File: src/hdl/nni_pkg.sv
// package for the nearest neighbor interchange test block
// holds fixed widths, swap direction codes; no dependencies
package nni_pkg;
	localparam int SIZE_W   = 11;
	localparam int DIST_W   = 32;
	localparam int LAM_BITS = 18;
	localparam int CHG_W    = 35;
	localparam logic [1:0] DIR_NONE  = 2'd0;
	localparam logic [1:0] DIR_LEFT  = 2'd1;
	localparam logic [1:0] DIR_RIGHT = 2'd2;
	typedef logic [SIZE_W-1:0] size_t;
	typedef logic [DIST_W-1:0] dist_t;
endpackage

File: src/hdl/nni_div.sv
// pipelined restoring divider, one quotient bit per stage
// computes floor(num * 2^18 / den), quotient in [0, 2^19 - 1] when num < 2 * den; uses nni_pkg
module nni_div #(
	parameter int NUM_W = 21,
	parameter int DEN_W = 24,
	parameter int TAG_W = 8
) (
	input  logic             clk,
	input  logic             arst_n,
	input  logic             en,
	input  logic             in_valid,
	input  logic [NUM_W-1:0] num,
	input  logic [DEN_W-1:0] den,
	input  logic [TAG_W-1:0] tag_in,
	output logic             out_valid,
	output logic [nni_pkg::LAM_BITS:0] quo,
	output logic [TAG_W-1:0] tag_out
);
	import nni_pkg::*;
	localparam int QW = LAM_BITS + 1;
	localparam int RW = DEN_W + 1;
	// remainder starts as num; quotient bits from 2^18 down to 2^0
	logic [QW:1]      v_q;
	logic [RW-1:0]    r_q  [1:QW];
	logic [DEN_W-1:0] d_q  [1:QW];
	logic [QW-1:0]    qb_q [1:QW];
	logic [TAG_W-1:0] t_q  [1:QW];

	for (genvar i = 0; i < QW; i++) begin : g_st
		logic             v_in;
		logic [RW-1:0]    r_in;
		logic [DEN_W-1:0] d_in;
		logic [QW-1:0]    q_in;
		logic [TAG_W-1:0] t_in;
		logic [RW-1:0] sh;
		logic [RW:0]   diff;
		logic [RW-1:0] rs;
		logic [QW-1:0] qs;
		if (i == 0) begin : g_in
			assign v_in = in_valid;
			assign r_in = RW'(num);
			assign d_in = den;
			assign q_in = '0;
			assign t_in = tag_in;
		end else begin : g_in
			assign v_in = v_q[i];
			assign r_in = r_q[i];
			assign d_in = d_q[i];
			assign q_in = qb_q[i];
			assign t_in = t_q[i];
		end
		always_comb begin
			// bit weight 2^(18-i): compare r against den shifted by that
			sh = (i == 0) ? r_in : r_in << 1;
			diff = {1'b0, sh} - {2'b0, d_in};
			if (!diff[RW]) begin
				qs = q_in | (QW'(1) << (QW-1-i));
				rs = diff[RW-1:0];
			end else begin
				qs = q_in;
				rs = sh;
			end
		end
		always_ff @(posedge clk or negedge arst_n) begin
			if (!arst_n) v_q[i+1] <= 1'b0;
			else if (en) v_q[i+1] <= v_in;
		end
		always_ff @(posedge clk) begin
			if (en) begin
				r_q[i+1]  <= rs;
				d_q[i+1]  <= d_in;
				qb_q[i+1] <= qs;
				t_q[i+1]  <= t_in;
			end
		end
	end

	assign out_valid = v_q[QW];
	assign quo       = qb_q[QW];
	assign tag_out   = t_q[QW];
endmodule

File: config.mk
export PLATFORM = sky130hd
export DESIGN_NAME = nni_div
export DESIGN_NICKNAME = d
export VERILOG_FILES = /design/src/hdl/nni_pkg.sv /design/src/hdl/nni_div.sv
export SDC_FILE = /design/constraint.sdc
export NUM_CORES = 2
export LEC_CHECK = 0
export BUFFER_PORTS_ARGS = -buffer_cell sky130_fd_sc_hd__buf_2
export CAP_MARGIN = 15
export CELL_PAD_IN_SITES_DETAIL_PLACEMENT = 1
export CELL_PAD_IN_SITES_GLOBAL_PLACEMENT = 1
export CORE_MARGIN = 5
export CORE_UTILIZATION = 50
export CTS_CLUSTER_DIAMETER = 150
export CTS_CLUSTER_SIZE = 8
export DETAILED_ROUTE_END_ITERATION = 7
export GPL_ROUTABILITY_DRIVEN = 0
export HOLD_SLACK_MARGIN = 0.05
export PLACE_DENSITY_LB_ADDON = 0.1
export SETUP_SLACK_MARGIN = 0.3
export SYNTH_ARGS = -nofsm -noshare
export SYNTH_HDL_FRONTEND = slang
export SYNTH_SLANG_ARGS = --single-unit
File: constraint.sdc
create_clock -name clk -period 7.6 [get_ports clk]
set_input_delay 0.76 -clock clk [delete_from_list [all_inputs] [get_ports clk]]
set_output_delay 0.76 -clock clk [all_outputs]
set_load 0.03 [all_outputs]
==> reports/summary.txt <==
========================================================================================
Result of the run ......................................................... finished, final reports clean
Combinational family with the most area after synthesis ................... compound AO/OA/AOI/OAI gates
DIE HEIGHT ................................................................       366 um
Cells on Worst Hold Path ..................................................            1
CP most frequent cell .....................................................      o21ai_0
Count of endpoints failing setup in the final report ......................            0
Wirelength per Cell .......................................................      18.2 um
Total Power ...............................................................     0.0291 W
Pre-antenna DRT Iters .....................................................            5
Number of antenna violations at the first check in global routing .........            1
Finished layout cell area .................................................   70600 um^2
Post-Syn Area .............................................................   63500 um^2
Slew Limit Fails ..........................................................            0
Simple-gate area share of the yosys netlist ...............................       0.0825
Switching Fraction ........................................................        0.354
WP depth ..................................................................           11
Async SR Flop Fraction ....................................................       0.0155
Worst EP arrival ..........................................................      4450 ps
Via count of the first global-routing pass ................................        45200
Share of the synthesized area in the top cell type ........................        0.570
Multiplexer fraction of the synthesized cell area .........................       0.0267
Net switching power .......................................................     0.0103 W
Count of max-cap constraint violations ....................................            0
Worst slew pin tran .......................................................       993 ps
Complex-gate fraction of the synthesized area .............................        0.137
Achievable clock frequency ................................................      254 MHz
Ratio of cells with drive above 1 in the final layout .....................       0.0887
Cell class contributing the biggest share of worst-path delay ............. compound AO/OA/AOI/OAI gates
Final Hold Vio Count ......................................................            0
Number of ports placed on the die boundary ................................           85
FF-to-FF path depth .......................................................           11
Mean number of vias per cell ..............................................         5.64
Ranking of synthesized cells by instance count ............................ edfxtp_1, inv_1, nand2_1
Final sum of negative setup slack .........................................         0 ps
Cell type with the highest aggregate area in the netlist ..................     edfxtp_1
Synthesized-area fraction occupied by adder cells .........................       0.0913
Starting Density ..........................................................        0.505
Area after DPL ............................................................   65900 um^2
TritonCTS Buffers .........................................................          171
CP max stage delay ........................................................       530 ps
Crit path max fanout ......................................................           43
Worst R2R End ............................................................. r_q[3][43]$_DFFE_PP_
DR DRC count ..............................................................            0
Floorplan row count .......................................................          130
Headroom to the max-slew limit ............................................        0.338
Buffers and inverters on the worst path ...................................            2
Post-synth top flop .......................................................     edfxtp_1
Peak supply drop ..........................................................   0.000272 V
Number of flops mapped to enable cells by yosys ...........................         1206
Critical path data required time ..........................................      8100 ps
End point of the critical path ............................................ r_q[3][43]$_DFFE_PP_
Number of gates resized after CTS .........................................            0
Largest cells by area after synthesis ..................................... edfxtp_1, ha_1, inv_1
Remaining global-route overflow ...........................................            0
Synthesized area per cell .................................................    12.0 um^2
Met1 Usage GRT ............................................................        0.176
Startpoint of the lowest-slack register-to-register path .................. r_q[3][1]$_DFFE_PP_
I/O Buffers ...............................................................           84
Period utilisation layout .................................................        0.519
Static Leak ...............................................................      28.8 nW
Reg-to-reg setup timing slack .............................................      3660 ps
Worst Skew ................................................................      24.7 ps
Most frequently used cell type in the post-synthesis netlist ..............     edfxtp_1
Maximum level of the CTS H-tree ...........................................            4
Power per standard cell area ..............................................  413 nW/um^2
Internal Pwr Total ........................................................     0.0188 W
Vias after detailed routing ...............................................        40400
Hold WC Path Type .........................................................       in2reg
First element of the critical path ........................................ r_q[3][1]$_DFFE_PP_
Global-route wire length before repair ....................................       215 mm
# Post-CTS Setup Buffers ..................................................            0
Cell at the root of the clock tree ........................................    clkbuf_16
Share of the yosys chip area belonging to registers .......................        0.577
Place WS ..................................................................      3570 ps
Master of the slowest instance on the critical path .......................      o21ai_0
Endpoint kind of the worst setup timing path ..............................     register
Total half-perimeter wirelength after legalization and detailed placement .      95.1 mm
Relative contribution of sequential cells to total power ..................        0.361
Combinational fraction of design power ....................................        0.405
CTS max path bufs .........................................................            3
Synthesized net count .....................................................         5802
Met2 Resource Use GR ......................................................        0.405
Fin nets ..................................................................         5986
Violation count after the first detailed-routing iteration ................         1352
Final Worst Setup Slack ...................................................      3660 ps
Hold bufs inserted after CTS ..............................................            1
Pin count of the biggest net entering global routing ......................          166
Layer carrying the most global-route usage ................................         met2
Layout overhead on the synthesized area ...................................        11.1%
Clock slew at the register clock pins of the worst setup and hold paths ...        50 ps
Flops & latches, synth ....................................................         1225
Category of the most critical setup path ..................................      reg2reg
Final wirelength ..........................................................       131 mm
Core Region ...............................................................  126000 um^2
Width of the die ..........................................................       366 um
Critical path, cell by cell ............................................... ha_1 -> o21ai_0 -> a21oi_1 -> o21ai_0 -> a211oi_1 -> o21ai_0 -> nand4_1 -> a311oi_4 -> buf_4 -> inv_1 -> mux2_2
GRT Overall Usage .........................................................        0.193
Met3 demand-to-capacity share in global routing ...........................       0.0294
Clock tree from TritonCTS .................................................        built
Kind of start point of the critical path ..................................     register
Warning count from the yosys run ..........................................            0
Unrepaired setup endpoints after global routing ...........................           no
Full die area .............................................................  134000 um^2
Number of routed nets with antenna violations .............................            0
CTS sink cnt ..............................................................         1225
Time the final worst path needs with I/O delays and setup .................      3940 ps
Portion of total power attributed to the clock network ....................        0.234
Clock insertion delay at the later pin of the skew report .................       780 ps
Distinct cells, synth .....................................................           95
Xor and xnor area share after synthesis ...................................       0.0447
Number of instances in the synthesized netlist ............................         5292
========================================================================================
-- power groups by stage --
stage / clock [W] / combinational (W) / sequential, W
floorplan: 0 / 0.00905 / 0.0103
global route: 0.00734 / 0.0131 / 0.0107
CTS: 0.00703 / 0.0119 / 0.0105
detailed placement: 0 / 0.0117 / 0.0106
global placement: 0 / 0.0112 / 0.0106
finish: 0.00682 / 0.0118 / 0.0105
-- layout by cell type (no fill, tap or decap), drive strengths merged, types with 23 or more instances in the layout --
master     n
xnor2    166
mux2     128
o21ai    416
a21o     174
nor2b     85
xor2     158
nor2     240
o21bai    23
o31ai     47
a211o     25
nand4     32
inv      551
nand3     72
nand2b    70
ha       435
and3      34
a211oi    30
clkbuf   193
a31oi     42
a21oi    366
o21a      62
edfxtp  1206
nand2    446
nor3      58
buf      117
-- metrics by stage --
step	utilization	hold WS, ps	instances
after CTS	0.561	99.8	7160
final	0.561	167	7161
after global placement	0.523	400	6952
after detailed placement	0.523	405	6952
after floorplan	-	400	5292
after global routing	0.561	114	7161
-- worst reg2reg max path: stages (launching register included) --
cell and delay, ps:
edfxtp_1 390, ha_1 360, o21ai_0 180, a21oi_1 70
o21ai_0 370, a211oi_1 220, o21ai_0 530, nand4_1 380
a311oi_4 330, buf_4 390, inv_1 150, mux2_2 290
-- state kept, by name, indices dropped and copies added, names as in the netlist --
| register | count |
|---|---|
| out_valid | 1 |
| qb_q | 190 |
| d_q | 432 |
| t_q | 152 |
| g_st.v_in | 18 |
| r_q | 432 |
-- how the worst min path moves through the flow --
stage / from / to / slack (ps)
after floorplan: qb_q[0][91]$_SDFFCE_PN1P_ / qb_q[0][110]$_DFFE_PP_ / 400
after global placement: qb_q[0][354]$_DFFE_PP_ / qb_q[0][373]$_DFFE_PP_ / 400
after detailed placement: qb_q[0][260]$_DFFE_PP_ / qb_q[0][279]$_DFFE_PP_ / 410
after CTS: tag_in[5] / t_q[0][13]$_DFFE_PP_ / 100
after global routing: tag_in[5] / t_q[0][13]$_DFFE_PP_ / 110
final: tag_in[5] / t_q[0][13]$_DFFE_PP_ / 170
-- layer usage --
layer | vias to the layer above | share of wire
li1 | 19600 | -
met1 | 19900 | 0.35
met2 | 556 | 0.58
met3 | 372 | 0.025
met4 | 0 | 0.047
met5 | - | 0
-- cell families (layout without fill, tap and decap cells) --
| family | Yosys count | after routing |
|---|---|---|
| adder cells (fa/ha/maj) | 453 | 453 |
| buffers and inverters | 653 | 871 |
| other | 1 | 2 |
| multiplexers | 140 | 140 |
| AND/OR/NAND/NOR | 1128 | 1128 |
| AO/OA/AOI/OAI | 1368 | 1368 |
| XOR/XNOR | 324 | 324 |
| flip-flops | 1225 | 1225 |
-- cell type report --
cell class	count	area (um^2)
Timing Repair Buffer	118	743
Sequential cell	1225	36700
Fill cell	12800	55300
Tap cell	1650	2060
Antenna cell	1	2.50
Clock inverter	14	297
Inverter	546	2050
Clock buffer	193	4380
Multi-Input combinational cell	3414	24300
Power figures use the tool's default switching activity.
